File: config.mk
export PLATFORM = sky130hd
export DESIGN_NAME = scanline_dma_slot_map
export DESIGN_NICKNAME = d
export VERILOG_FILES = /design/src/design/sdsm_pkg.sv /design/src/design/sdsm_decode.sv /design/src/design/sdsm_slot.sv /design/src/design/scanline_dma_slot_map.sv
export SDC_FILE = /design/constraint.sdc
export NUM_CORES = 1
export LEC_CHECK = 0
export BUFFER_PORTS_ARGS = -buffer_cell sky130_fd_sc_hd__buf_2
export CAP_MARGIN = 20
export CORE_MARGIN = 2
export CORE_UTILIZATION = 40
export DETAILED_ROUTE_END_ITERATION = 16
export PLACE_DENSITY_LB_ADDON = 0.08
export SLEW_MARGIN = 20
export SYNTH_ARGS = -nofsm -noshare
export SYNTH_HDL_FRONTEND = slang
export SYNTH_SLANG_ARGS = --single-unit
File: constraint.sdc
create_clock -name i_clk -period 12.1 [get_ports i_clk]
set_input_delay 2.42 -clock i_clk [delete_from_list [all_inputs] [get_ports i_clk]]
set_output_delay 2.42 -clock i_clk [all_outputs]
set_load 0.02 [all_outputs]
File: src/design/sdsm_pkg.sv
// ----------------------------------------------------------------------------
// sdsm_pkg: shared definitions for the scanline DMA slot map
// Line timing constants, per-mode fetch shape tables and the types that
// carry a decoded row shape from the decoder to the slot logic.
// ----------------------------------------------------------------------------
package sdsm_pkg;

    localparam int LINE_CYCLES   = 114;
    // Width that holds any line length in range plus one.
    localparam int CW            = 9;

    localparam int REFRESH_START = 25;
    localparam int REFRESH_LAST  = 57;
    localparam int NORMAL_LEFT   = 21;
    localparam int WIDTH_SHIFT   = 8;
    localparam int WIDE_PHASE    = 2;
    localparam int HBLANK_START  = 106;
    localparam int SCROLL_BIT    = 4;

    localparam int LEFT_NARROW   = NORMAL_LEFT + WIDTH_SHIFT;
    localparam int LEFT_WIDE     = NORMAL_LEFT + WIDE_PHASE - WIDTH_SHIFT;

    localparam logic [1:0] W_NARROW = 2'd0;
    localparam logic [1:0] W_NORMAL = 2'd1;
    localparam logic [1:0] W_WIDE   = 2'd2;

    localparam logic [2:0] ROW_NONE = 3'd5;

    typedef enum logic [2:0] {
        K_NONE,
        K_BITMAP,
        K_DENSE,
        K_FIRST,
        K_SPARSE
    } t_kind;

    typedef struct packed {
        t_kind       kind;
        logic        first;
        logic [1:0]  stride_log;
        logic [4:0]  nom;
        logic [4:0]  start;
        logic [5:0]  chars;
        logic [5:0]  names;
    } t_shape;

    typedef struct packed {
        logic [3:0] stride_lead;
        logic [3:0] stride_later;
        logic [5:0] bytes_narrow;
        logic [5:0] bytes_normal;
    } t_row;

    function automatic logic [2:0] mode_row(input logic [3:0] mode);
        logic [2:0] row;
        case (mode)
            4'd2, 4'd3, 4'd4, 4'd5: row = 3'd0;
            4'd6, 4'd7:             row = 3'd1;
            4'd8, 4'd9:             row = 3'd2;
            4'd10, 4'd11, 4'd12:    row = 3'd3;
            4'd13, 4'd14, 4'd15:    row = 3'd4;
            default:                row = ROW_NONE;
        endcase
        return row;
    endfunction

    function automatic t_row shape_row(input logic [2:0] row);
        t_row s;
        case (row)
            3'd0:    s = '{4'd1, 4'd2, 6'd32, 6'd40};
            3'd1:    s = '{4'd2, 4'd4, 6'd16, 6'd20};
            3'd2:    s = '{4'd8, 4'd0, 6'd8,  6'd10};
            3'd3:    s = '{4'd4, 4'd0, 6'd16, 6'd20};
            3'd4:    s = '{4'd2, 4'd0, 6'd32, 6'd40};
            default: s = '0;
        endcase
        return s;
    endfunction

    function automatic logic [1:0] stride_log(input logic [3:0] stride);
        logic [1:0] l;
        case (stride)
            4'd2:    l = 2'd1;
            4'd4:    l = 2'd2;
            4'd8:    l = 2'd3;
            default: l = 2'd0;
        endcase
        return l;
    endfunction

endpackage

File: src/design/sdsm_decode.sv
// ----------------------------------------------------------------------------
// sdsm_decode: row shape decoder
// Turns mode, width, first-line flag and scroll into the fetch kind, stride,
// first fetch cycle and byte counts of the row.
// ----------------------------------------------------------------------------
module sdsm_decode import sdsm_pkg::*; (
    input  logic [4:0] i_mode_byte,
    input  logic [1:0] i_window_width,
    input  logic       i_first_line,
    input  logic [3:0] i_hscrol,
    output t_shape     o_shape
);

    logic       scrolled;
    logic [3:0] mode;
    logic [1:0] win;
    logic [1:0] w;
    logic [2:0] row;
    t_row       s;
    logic [3:0] stride;
    logic [4:0] base;
    logic [4:0] nom;
    logic [5:0] extra;
    logic [5:0] chars_base;
    logic [5:0] names_base;

    always_comb begin
        scrolled = i_mode_byte[SCROLL_BIT] || (i_hscrol != 4'd0);
        mode     = i_mode_byte[3:0];
        win      = (i_window_width > W_WIDE) ? W_WIDE : i_window_width;
        // A scrolled row widens by one step; a wide row stays wide.
        w        = (scrolled && win != W_WIDE) ? win + 2'd1 : win;
        row      = mode_row(mode);
        s        = shape_row(row);
        stride   = i_first_line ? s.stride_lead : s.stride_later;

        case (w)
            W_NARROW: base = 5'(LEFT_NARROW);
            W_NORMAL: base = 5'(NORMAL_LEFT);
            default:  base = 5'(LEFT_WIDE);
        endcase
        nom = base - {2'b00, i_hscrol[3:1]};

        // A scrolled wide row fetches a quarter of the narrow count more.
        extra      = (scrolled && win == W_WIDE) ? {2'b00, s.bytes_narrow[5:2]} : 6'd0;
        chars_base = (w == W_NARROW) ? s.bytes_narrow : s.bytes_normal;
        names_base = (w == W_WIDE) ? s.bytes_narrow + {1'b0, s.bytes_narrow[5:1]}
                                   : chars_base;

        o_shape.first      = i_first_line;
        o_shape.stride_log = stride_log(stride);
        o_shape.nom        = nom;
        o_shape.chars      = chars_base + extra;
        o_shape.names      = names_base + extra;

        if (mode[3]) begin
            o_shape.start = nom - 5'd1;
        end else if (i_first_line) begin
            o_shape.start = nom - 5'd3;
        end else begin
            o_shape.start = nom;
        end

        if (row == ROW_NONE || stride == 4'd0) begin
            o_shape.kind = K_NONE;
        end else if (mode[3]) begin
            o_shape.kind = K_BITMAP;
        end else if (stride == 4'd1) begin
            o_shape.kind = K_DENSE;
        end else if (i_first_line) begin
            o_shape.kind = K_FIRST;
        end else begin
            o_shape.kind = K_SPARSE;
        end
    end

endmodule

File: src/design/sdsm_slot.sv
// ----------------------------------------------------------------------------
// sdsm_slot: per-cycle slot decision
// Given a decoded row shape and a cycle index, decides whether the cycle is
// taken and which line-buffer byte it fetches.
// ----------------------------------------------------------------------------
module sdsm_slot import sdsm_pkg::*; (
    input  t_shape     i_shape,
    input  logic [6:0] i_cycle,
    output logic       o_blocked,
    output logic       o_name_valid,
    output logic [6:0] o_name_index
);

    function automatic logic on_refresh(input logic [6:0] c);
        return (c >= 7'(REFRESH_START)) && (c <= 7'(REFRESH_LAST))
            && (c[1:0] == 2'(REFRESH_START));
    endfunction

    // True when a fetch of the sequence base, base+stride, ... lands on p.
    function automatic logic fetch_at(input logic [6:0] p, input logic [6:0] base,
                                      input logic [1:0] ls, input logic [6:0] count);
        logic [6:0] d;
        logic [6:0] mask;
        d    = p - base;
        mask = ~(7'h7F << ls);
        return (p >= base) && ((d & mask) == 7'd0) && ((d >> ls) < count);
    endfunction

    logic [6:0] x;
    logic       in_line;
    logic [6:0] start7;
    logic [6:0] nom7;
    logic [6:0] chars7;
    logic [6:0] names7;
    logic [6:0] d_s;
    logic [6:0] d_n;
    logic [6:0] mask;
    logic [6:0] idx_s;
    logic [6:0] q;
    logic [6:0] q1;
    logic [1:0] r;
    logic [7:0] dense_lim;

    always_comb begin
        x         = i_cycle;
        in_line   = {2'b00, x} < CW'(LINE_CYCLES);
        start7    = {2'b00, i_shape.start};
        nom7      = {2'b00, i_shape.nom};
        chars7    = {1'b0, i_shape.chars};
        names7    = {1'b0, i_shape.names};
        d_s       = x - start7;
        d_n       = x - nom7;
        mask      = ~(7'h7F << i_shape.stride_log);
        idx_s     = d_s >> i_shape.stride_log;
        q         = {2'b00, d_n[6:2]};
        q1        = q + 7'd1;
        r         = d_n[1:0];
        dense_lim = {1'b0, i_shape.chars, 1'b0} + 8'd2;

        o_blocked    = on_refresh(x)
                    || (i_shape.first && (x == 7'd1 || x == 7'd6 || x == 7'd7));
        o_name_valid = 1'b0;
        o_name_index = 7'd0;

        case (i_shape.kind)
            K_BITMAP: begin
                if ((x >= start7) && ((d_s & mask) == 7'd0) && (idx_s < chars7)) begin
                    // Fetches in horizontal blank still count but are not taken.
                    if (x < 7'(HBLANK_START)) begin
                        o_blocked = 1'b1;
                    end
                    if (idx_s < names7) begin
                        o_name_valid = 1'b1;
                        o_name_index = idx_s;
                    end
                end
            end
            K_DENSE: begin
                if (x == start7) begin
                    o_blocked    = 1'b1;
                    o_name_valid = 1'b1;
                end else if ((x >= start7) && (d_s >= 7'd2) && ({1'b0, d_s} < dense_lim)) begin
                    o_blocked = 1'b1;
                    // Every other cycle after the lead-in is a name fetch.
                    if (d_s[0] && ((d_s >> 1) < names7)) begin
                        o_name_valid = 1'b1;
                        o_name_index = d_s >> 1;
                    end
                end
            end
            K_FIRST: begin
                // Fetches come in pairs at the head of each group of cycles, the pair
                // slipping later when its slot is a refresh; the last group has only its first cycle.
                if (x == start7) begin
                    o_blocked    = 1'b1;
                    o_name_valid = 1'b1;
                end else if (x >= nom7) begin
                    case (r)
                        2'd0: begin
                            if (!on_refresh(x) && (q < chars7)) begin
                                o_blocked = 1'b1;
                            end
                        end
                        2'd1: begin
                            if (on_refresh(x - 7'd1)) begin
                                if (q < chars7) begin
                                    o_blocked = 1'b1;
                                end
                            end else if (q1 < chars7) begin
                                o_blocked = 1'b1;
                                if (q1 < names7) begin
                                    o_name_valid = 1'b1;
                                    o_name_index = q1;
                                end
                            end
                        end
                        2'd2: begin
                            if (on_refresh(x - 7'd2) && (q1 < chars7)) begin
                                o_blocked = 1'b1;
                                if (q1 < names7) begin
                                    o_name_valid = 1'b1;
                                    o_name_index = q1;
                                end
                            end
                        end
                        default: begin
                        end
                    endcase
                end
            end
            K_SPARSE: begin
                if ((!on_refresh(x) && fetch_at(x, nom7, i_shape.stride_log, chars7))
                    || ((x != 7'd0) && on_refresh(x - 7'd1)
                        && fetch_at(x - 7'd1, nom7, i_shape.stride_log, chars7))) begin
                    o_blocked = 1'b1;
                end
            end
            default: begin
            end
        endcase

        if (!in_line) begin
            o_blocked    = 1'b0;
            o_name_valid = 1'b0;
            o_name_index = 7'd0;
        end
    end

endmodule

File: src/design/scanline_dma_slot_map.sv
// ----------------------------------------------------------------------------
// scanline_dma_slot_map: DMA slot map for one machine cycle of a scanline
// Decides whether a cycle is stolen for DMA and which line-buffer byte it
// fetches, from the display mode, playfield width, first-line flag and scroll.
//
// Usage: present mode, width, first-line flag, scroll and cycle index with
// start high; the item is taken at any rising edge with start high, and busy
// is always low, so a new cycle index can be issued on every clock.
// The item is registered at acceptance, the slot decision is computed from
// that register in one pass of logic, and the result lands in the output
// register at the next clock. o_strobe marks the single cycle in which
// cycle_blocked, name_valid and name_index hold the result; the receiver
// must take it then. Throughput is one item per clock.
// name_index reads zero whenever name_valid is low, and a cycle index at or
// beyond the line length gives all-zero results.
// Reset (synchronous, active low) drops any item in flight; no strobe follows
// an item that was accepted before reset.
// ----------------------------------------------------------------------------
module scanline_dma_slot_map import sdsm_pkg::*; (
    input  logic       i_clk,
    input  logic       i_rst_n,
    input  logic       start,
    output logic       busy,
    input  logic [4:0] i_mode_byte,
    input  logic [1:0] i_window_width,
    input  logic       i_first_line,
    input  logic [3:0] i_hscrol,
    input  logic [6:0] i_cycle,
    output logic       o_strobe,
    output logic       o_cycle_blocked,
    output logic       o_name_valid,
    output logic [6:0] o_name_index
);

    logic       r_vld;
    logic [4:0] r_mode_byte;
    logic [1:0] r_window_width;
    logic       r_first_line;
    logic [3:0] r_hscrol;
    logic [6:0] r_cycle;

    logic       r_strobe;
    logic       r_blocked;
    logic       r_name_valid;
    logic [6:0] r_name_index;

    t_shape     shape;
    logic       n_blocked;
    logic       n_name_valid;
    logic [6:0] n_name_index;

    assign busy = 1'b0;

    sdsm_decode u_decode (
        .i_mode_byte    (r_mode_byte),
        .i_window_width (r_window_width),
        .i_first_line   (r_first_line),
        .i_hscrol       (r_hscrol),
        .o_shape        (shape)
    );

    sdsm_slot u_slot (
        .i_shape      (shape),
        .i_cycle      (r_cycle),
        .o_blocked    (n_blocked),
        .o_name_valid (n_name_valid),
        .o_name_index (n_name_index)
    );

    always_ff @(posedge i_clk) begin
        if (!i_rst_n) begin
            r_vld    <= 1'b0;
            r_strobe <= 1'b0;
        end else begin
            r_vld    <= start && !busy;
            r_strobe <= r_vld;
        end
    end

    always_ff @(posedge i_clk) begin
        if (start && !busy) begin
            r_mode_byte    <= i_mode_byte;
            r_window_width <= i_window_width;
            r_first_line   <= i_first_line;
            r_hscrol       <= i_hscrol;
            r_cycle        <= i_cycle;
        end
        if (r_vld) begin
            r_blocked    <= n_blocked;
            r_name_valid <= n_name_valid;
            r_name_index <= n_name_index;
        end
    end

    assign o_strobe        = r_strobe;
    assign o_cycle_blocked = r_blocked;
    assign o_name_valid    = r_name_valid;
    assign o_name_index    = r_name_index;

    // Every accepted transfer is followed by a result strobe.
    a_latency: assert property (@(posedge i_clk) disable iff (!i_rst_n)
        (start && !busy) |=> ##1 o_strobe)
        else $error("result strobe missing two cycles after acceptance");

    // A name fetch that is not stolen can only be in horizontal blank.
    a_hblank: assert property (@(posedge i_clk) disable iff (!i_rst_n)
        (r_vld && n_name_valid && !n_blocked) |-> (r_cycle >= 7'(HBLANK_START)))
        else $error("unstolen name fetch before horizontal blank");

    // The index field is cleared when no byte is fetched.
    a_index_zero: assert property (@(posedge i_clk) disable iff (!i_rst_n)
        (o_strobe && !o_name_valid) |-> (o_name_index == 7'd0))
        else $error("name index not zero without a fetch");

    // Cycles past the end of the line give empty results.
    a_past_line: assert property (@(posedge i_clk) disable iff (!i_rst_n)
        (r_vld && ({2'b00, r_cycle} >= CW'(LINE_CYCLES))) |=> (!o_cycle_blocked && !o_name_valid))
        else $error("result beyond the line is not empty");

endmodule
==> impl_results.md, run 1 <==
- Antenna violations before repair: 0
- Post-synth ARST share: 0%
- RSZ-0062 raised after global routing: false
- EDFF count, synth: 28
- HPWL after DPL: 10.9 mm
- Worst endpoint required time: 12240 ps
- CTS tree: done
- Port buffer count: 31
- Area Growth Syn to Fin: 9.25%
- Worst-case clock buffer depth: 2
- # rows: 39
- Root Driver: clkbuf_16
- Fin nets: ~680
- I/O pin total: 33
- Largest area contributor in the netlist: ha_1
- Die H: 113 um
- Synth area leaders: ha_1 20%, edfxtp_1 18%, a21oi_1 4.5%
- Fin. max-slew vios: 0
- Total global routing overflow: 0
- # H-tree levels: 2
- Clk sink count: 33
- Lkg Pwr: 2.25 nW
- Detailed Route WL: 13.6 mm
- Peak VDD IR: between 0.08 and 0.09 mV
- GRT Total Usage: 21.6%
- Cts hold-fix bufs: 0
- PwrDens: 169 mW/mm^2
- Initial DRC count: 219
- Post-Place Worst Slack: 5510 ps
- Placed cell area: around 0.0050 sq mm
- Share of post-route cells with drive strength above 1: 9.76%
- Max Cap Violations: 0
- First-pass GRT wire length: 21.6 mm
- Number of inserted diodes: 0
- Via count: 4253
- Seq cells post-synth: 33
- CTS Buf Count: 5
- Via density: just under 6
- CP Launch Type: flip-flop
- Worst-path maximum fanout: 7
- Starting density of the core: between 40 and 50%
- Slew @ Worst Pin: a little over 1000 ps
- Final worst-path setup slack: about 5400 ps
- Ys flop type: edfxtp_1
- Pre-antenna DRT Iters: 7
- Synth warn: 0
- Worst skew pair latency: 280 ps
- Core ar.: 0.0115 sq mm
- Setup Skew: between 4 and 5 ps
- Die area: 0.0127 sq mm
- Drt drc: 0
- Fin crit share: 55.1%
- CTS resizes: 0
- Fmax: 150 MHz
- Share of the synthesized area in the top cell type: 19.6%
- Placed insts: 719
- Largest net degree at the start of global routing: 28
- Slew margin rel.: 31.1%
- Die Span X: 113 um
- Final hold vios: 0
- Hold crit path type: flip-flop to flip-flop
- Avg Inst Size Synth: 8.43 sq um
- Design area: 0.00516 sq mm
- Sequential fraction of the synthesis area: 19.9%
- # setup viols final: 0
- Synth cell count leaders: 74 x ha_1, 49 x nor2_1, 42 x a21oi_1, 33 x inv_1, 31 x nand2_1
- Vias in the first global route: 4038
- Final min period: roughly 6700 ps
- Reg clk slew, reported paths: 60 ps
- Synth cell types: 77
- Setup TNS: 0 ps
- Post-DRT Antenna Nets: 0
- Outcome: completed
- Most common cell in the netlist: ha_1
- Crit. End Element: flip-flop
- Type of the worst setup path: flip-flop to flip-flop
- Arrival time worst endpoint: 6800 ps
- Cells after Synth: 560
- Setup bufs post-CTS: 0
- Final Wtd Congestion: approximately 0.90
- WL/cell: 18.7 um
- Post-Syn Area: 0.00472 sq mm
- Finished Layout Cells: a little over 700
-- final cells by class --
type,count,area (sq um)
Clock buffer,6,139
Clock inverter,2,13.8
Multi-Input combinational cell,473,3570
Tap cell,143,179
Inverter,35,131
Sequential cell,33,941
Fill cell,1139,6310
Timing Repair Buffer,35,185
-- flip-flops by register name, indices dropped and copies added (netlist names) --
name	count
o_name_index	7
r_cycle	7
r_mode_byte	5
r_hscrol	4
u_decode.row	3
r_window_width	2
o_cycle_blocked	1
o_name_valid	1
o_strobe	1
r_first_line	1
r_vld	1
-- layer usage --
metal	wire length (um)	part of all wire, %	global-route usage [%]	vias up
met5	0	0	0	-
met4	287	2.1	6.83	0
met2	6130	45	34.3	140
met3	747	5.5	3.78	18
li1	-	-	-	2138
met1	6470	47	30.1	1957
-- stage by stage --
stage / total power, mW / hold slack (ps) / util, %
global placement: 0.730 / 658 / 43.7
CTS: 0.871 / 676 / 45.0
finish: 0.874 / 673 / 45.0
floorplan: 0.578 / 582 / -
detailed placement: 0.735 / 666 / 43.7
global route: 0.956 / 729 / 45.0
-- where the power goes --
part	internal [mW]	total, mW	switching, mW
Clock	0.0818	0.131	0.0495
Sequential	0.134	0.153	0.0188
Combinational	0.239	0.590	0.352
-- critical path, cell delays in order (launching register included) --
cell	delay (ps)
edfxtp_1	450
nor4_2	360
nand2b_1	210
a21oi_1	440
ha_1	400
inv_1	220
ha_1	280
a221o_1	360
fa_1	450
a211o_1	300
and3_1	250
nor3_1	200
xnor2_1	230
nand2_1	130
o21ai_0	110
a21oi_1	360
ha_1	310
o211ai_1	210
a211oi_1	80
or4_4	580
nor3_4	330
o211ai_1	150
a31oi_1	140
-- layout by cell type (no fill, tap or decap), types with 16 or more instances in the layout --
cell | Yosys | layout
edfxtp_1 | 28 | 28
inv_1 | 33 | 33
ha_1 | 74 | 74
xor2_1 | 18 | 18
buf_2 | 4 | 31
xnor2_1 | 17 | 17
nand2_1 | 31 | 31
a21oi_1 | 42 | 42
nor2_1 | 49 | 49
o21ai_0 | 23 | 23
a21o_1 | 16 | 16
nand3_1 | 18 | 18
-- logic make-up (layout without fill, tap and decap cells) --
kind of cell | after synthesis | after routing | synth area share (%)
other | 1 | 2 | 0.0794
AO/OA/AOI/OAI | 158 | 158 | 23.0
AND/OR/NAND/NOR | 183 | 183 | 20.4
XOR/XNOR | 36 | 36 | 6.97
buffers and inverters | 55 | 78 | 4.56
flip-flops | 33 | 33 | 19.9
adder cells (fa/ha/maj) | 83 | 83 | 22.6
multiplexers | 11 | 11 | 2.46
-- final timing paths --
check                                    start               to  slack [ps]  cells after the start
worst max-delay path               r_hscrol[1]  o_name_index[0]        5440                     22
worst min-delay path            r_mode_byte[2]  u_decode.row[1]         670                      3
worst max register to register     r_hscrol[1]  o_name_index[0]        5440                     22
worst min register to register  r_mode_byte[2]  u_decode.row[1]         670                      3
No activity file was read; power rests on OpenSTA's default activity.
==> run 2: changes to the inputs <==
- ABC_AREA: default -> 1
- clock period: 12.1 -> 6.87 ns (I/O delays scaled with it)
==> run 2 against run 1 <==
  * Total power rose by 69%
  * Critical path type unchanged
  * Combinational power rose by 66%
  * Maximum frequency rose by 16%
  * Cell area rose by 0.49%
  * Critical endpoint is now o_name_index[1]
  * Highest routed layer unchanged
  * First-iteration DRC count rose by 13%
  * Largest power group unchanged
==> impl_results.md, run 2 <==
- Number of inserted diodes: 0 (unchanged)
- Wire length on met1: 6.60 mm (was 6.47 mm)
- Drt drc: 0 (unchanged)
- Setup TNS: 0 ps (unchanged)
- Area Growth Syn to Fin: 9.63% (was 9.25%)
- First-pass GRT wire length: 22.0 mm (was 21.6 mm)
- Worst skew pair latency: 270 ps (was 280 ps)
- Internal power: 0.749 mW (was 0.455 mW)
- Lkg Pwr: 2.66 nW (was 2.25 nW)
- Core ar.: 0.0115 sq mm (unchanged)
- RSZ-0062 raised after global routing: false (unchanged)
- Avg Inst Size Synth: 7.08 sq um (was 8.43 sq um)
- Crit path max-delay cell type: edfxtp_1 (was or4_4)
- HPWL after DPL: 11.4 mm (was 10.9 mm)
- Slew margin rel.: 25.7% (was 31.1%)
- Adder-cell area share of the yosys netlist: 21.7% (was 22.6%)
- Final min period: 5730 ps (was 6660 ps)
- Detailed Route WL: 13.7 mm (was 13.6 mm)
- Fin crit share: 83.4% (was 55.1%)
- Most common cell after layout, fill and taps aside: nand2_1 (was ha_1)
- Post-DRT Antenna Nets: 0 (unchanged)
- Synth cell types: 53 (was 77)
- Peak VDD IR: 0.128 mV (was 0.0829 mV)
- Cts hold-fix bufs: 0 (unchanged)
- CTS Buf Count: 5 (unchanged)
- CTS resizes: 0 (unchanged)
- Layout Utilization: 45.2% (was 45.0%)
- Final Wtd Congestion: 0.926 (was 0.905)
- Net Sw Power: 0.730 mW (was 0.420 mW)
- DR WL met2: 6.00 mm (was 6.13 mm)
- # rows: 39 (unchanged)
- Hold crit path type: flip-flop to flip-flop (unchanged)
- Fin. max-slew vios: 0 (unchanged)
- Number of fill cells in the layout: 1179 (was 1139)
- Power, Total: 1.48 mW (was 0.874 mW)
- Setup Skew: 5.96 ps (was 4.03 ps)
- Most frequent cells in the layout: 140 x nand2_1, 111 x inv_1, 74 x ha_1 (was 74 x ha_1, 49 x nor2_1, 42 x a21oi_1)
- Die area: 0.0127 sq mm (about the same)
- GRT Total Usage: 22.0% (was 21.6%)
- Reg clk slew, reported paths: 50 ps (was 60 ps)
- Simple-gate share of the synthesized area: 28.3% (was 20.4%)
- Largest net degree at the start of global routing: 27 (was 28)
- PwrDens: 285 mW/mm^2 (was 169 mW/mm^2)
- Min-delay src: r_mode_byte[1] (was r_mode_byte[2])
- Worst-path maximum fanout: 5 (was 7)
- CP Launch Type: flip-flop (unchanged)
- Slew @ Worst Pin: 1110 ps (was 1010 ps)
- Vias in the first global route: 4239 (was 4038)
- Root Driver: clkbuf_16 (unchanged)
- Setup bufs post-CTS: 0 (unchanged)
- Fmax: 174 MHz (was 150 MHz)
- Clock Power Share: 16.6% (was 15.0%)
- Comb power frac: 66.0% (was 67.5%)
- Total global routing overflow: 0 (unchanged)
- Switching Fraction: 49.4% (was 48.0%)
- Pre-antenna DRT Iters: 5 (was 7)
- Register share of total power: 17.3% (was 17.5%)
- Setup slack, reg-to-reg: 1140 ps (was 5440 ps)
- Crit. End Element: flip-flop (unchanged)
- Worst r2r src: r_hscrol[1] (unchanged)
- Outcome: completed (unchanged)
- Sequential fraction of the synthesis area: 19.9% (about the same)
- Worst-case clock buffer depth: 2 (unchanged)
- Synth area leaders: ha_1 20%, edfxtp_1 18%, nand2_1 11% (was ha_1 20%, edfxtp_1 18%, a21oi_1 4.5%)
- WL/cell: 16.2 um (was 18.7 um)
- Type of the worst setup path: flip-flop to flip-flop (unchanged)
- Clk sink count: 33 (unchanged)
- # setup viols final: 0 (unchanged)
- Post-Syn Area: 0.00473 sq mm (was 0.00472 sq mm)
- Cells after Synth: 668 (was 560)
- Antenna violations before repair: 0 (unchanged)
- Share of post-route cells with drive strength above 1: 10.7% (was 9.76%)
- Mux cell area share after synthesis: 0.212% (was 2.46%)
- Largest area contributor in the netlist: ha_1 (unchanged)
- Seq cells post-synth: 33 (unchanged)
- Design area: 0.00518 sq mm (was 0.00516 sq mm)
- Via density: 5.28 (was 5.85)
- Synth Area in Compound Gates: 13.7% (was 23.0%)
- Crit path from: r_hscrol[1] (unchanged)
- Die H: 113 um (about the same)
- I/O pin total: 33 (unchanged)
- Port buffer count: 31 (unchanged)
- CTS tree: done (unchanged)
- Final hold vios: 0 (unchanged)
- EDFF count, synth: 28 (unchanged)
- Post-synthesis xor/xnor area fraction: 5.74% (was 6.97%)
- Placed cell area: 0.00502 sq mm (was 0.00501 sq mm)
- Share of the synthesized area in the top cell type: 19.6% (about the same)
- Max Cap Violations: 0 (unchanged)
- Synth cell count leaders: 140 x nand2_1, 111 x inv_1, 74 x ha_1, 58 x nor2_1, 44 x nand3_1 (was 74 x ha_1, 49 x nor2_1, 42 x a21oi_1, 33 x inv_1, 31 x nand2_1)
- Synth warn: 0 (unchanged)
- Die Span X: 113 um (about the same)
- Most common cell in the netlist: nand2_1 (was ha_1)
- Starting density of the core: 41.2% (about the same)
- # H-tree levels: 2 (unchanged)
- Fin nets: 799 (was 684)
- Post-synth ARST share: 0% (unchanged)
- Initial DRC count: 248 (was 219)
- Ys flop type: edfxtp_1 (unchanged)
- Arrival time worst endpoint: 5730 ps (was 6800 ps)
- Via count: 4448 (was 4253)
- Met3 wire len: 596 um (was 747 um)
- Largest family of logic cells by synthesized area: simple AND/OR/NAND/NOR gates (was compound AO/OA/AOI/OAI gates)
- Max stage delay on crit path: 480 ps (was 580 ps)
- Worst endpoint required time: 6870 ps (was 12240 ps)
- DR top layer: met4 (unchanged)
## run 2: cell types whose count changed after synthesis, sizes merged, moves of 13 or more
cell	delta
inv	+84
nand2b	-16
nand2	+116
o21ai	+21
nand3	+31
nor2b	-13
a21o	-15
nor2	+17
## run 2: cell type report
class	instances	area [sq um]	share of cell area, %
inverter	117	439	8.47
tap	143	179	3.45
clock inverter	2	35.0	0.676
multi-input combinational	509	3300	63.6
clock buffer	6	129	2.49
sequential	33	941	18.2
timing repair buffer	32	163	3.14
## run 2: routing by layer
| metal | GRT usage (%) | vias up |
|---|---|---|
| li1 | - | 2266 |
| met1 | 30.7 | 2037 |
| met2 | 35.1 | 117 |
| met3 | 2.89 | 28 |
| met4 | 8.13 | 0 |
| met5 | 0 | - |
## run 2: power by group through the flow
stage / sequential, mW / combinational, mW / clock (mW)
2_1_floorplan: 0.255 / 0.717 / 0
3_3_place_gp: 0.261 / 0.956 / 0
3_5_place_dp: 0.260 / 0.964 / 0
4_1_cts: 0.257 / 0.971 / 0.251
5_1_grt: 0.259 / 1.12 / 0.260
6_report: 0.256 / 0.977 / 0.246
## run 2: worst max-delay path: cells and delay by family, from the launching register on
| family | cells | cell delay, ps |
|---|---|---|
| AOI/OAI and AO/OA | 9 | 1710 |
| and+or+nand+nor | 8 | 800 |
| adders and majority gates | 4 | 1260 |
| DFF | 1 | 480 |
| buffers and inverters | 6 | 590 |
| xor gates and xnor gates | 2 | 600 |
## run 2: per-stage QoR
step | hold slack (ps) | cells | worst slack (ps)
global route | 686 | 842 | 686
finish | 634 | 842 | 1140
CTS | 642 | 842 | 1160
detailed placement | 618 | 834 | 1190
floorplan | 553 | 669 | 2330
global placement | 618 | 834 | 1230
## run 2: cell families (layout without fill, tap and decap cells)
| logic type | count (synthesis) | after routing |
|---|---|---|
| flops | 33 | 33 |
| buf+inv | 127 | 157 |
| xor+xnor | 28 | 28 |
| fa+ha+maj | 79 | 79 |
| compound gates | 109 | 109 |
| mux | 1 | 1 |
| simple gates | 290 | 290 |
| other cells | 1 | 2 |
## run 2: worst paths after layout
| kind | to | cells past startpoint |
|---|---|---|
| worst max-delay path | o_name_index[1] | 29 |
| worst min-delay path | u_decode.row[0] | 4 |
| worst max register to register | o_name_index[1] | 29 |
| worst min register to register | u_decode.row[0] | 4 |
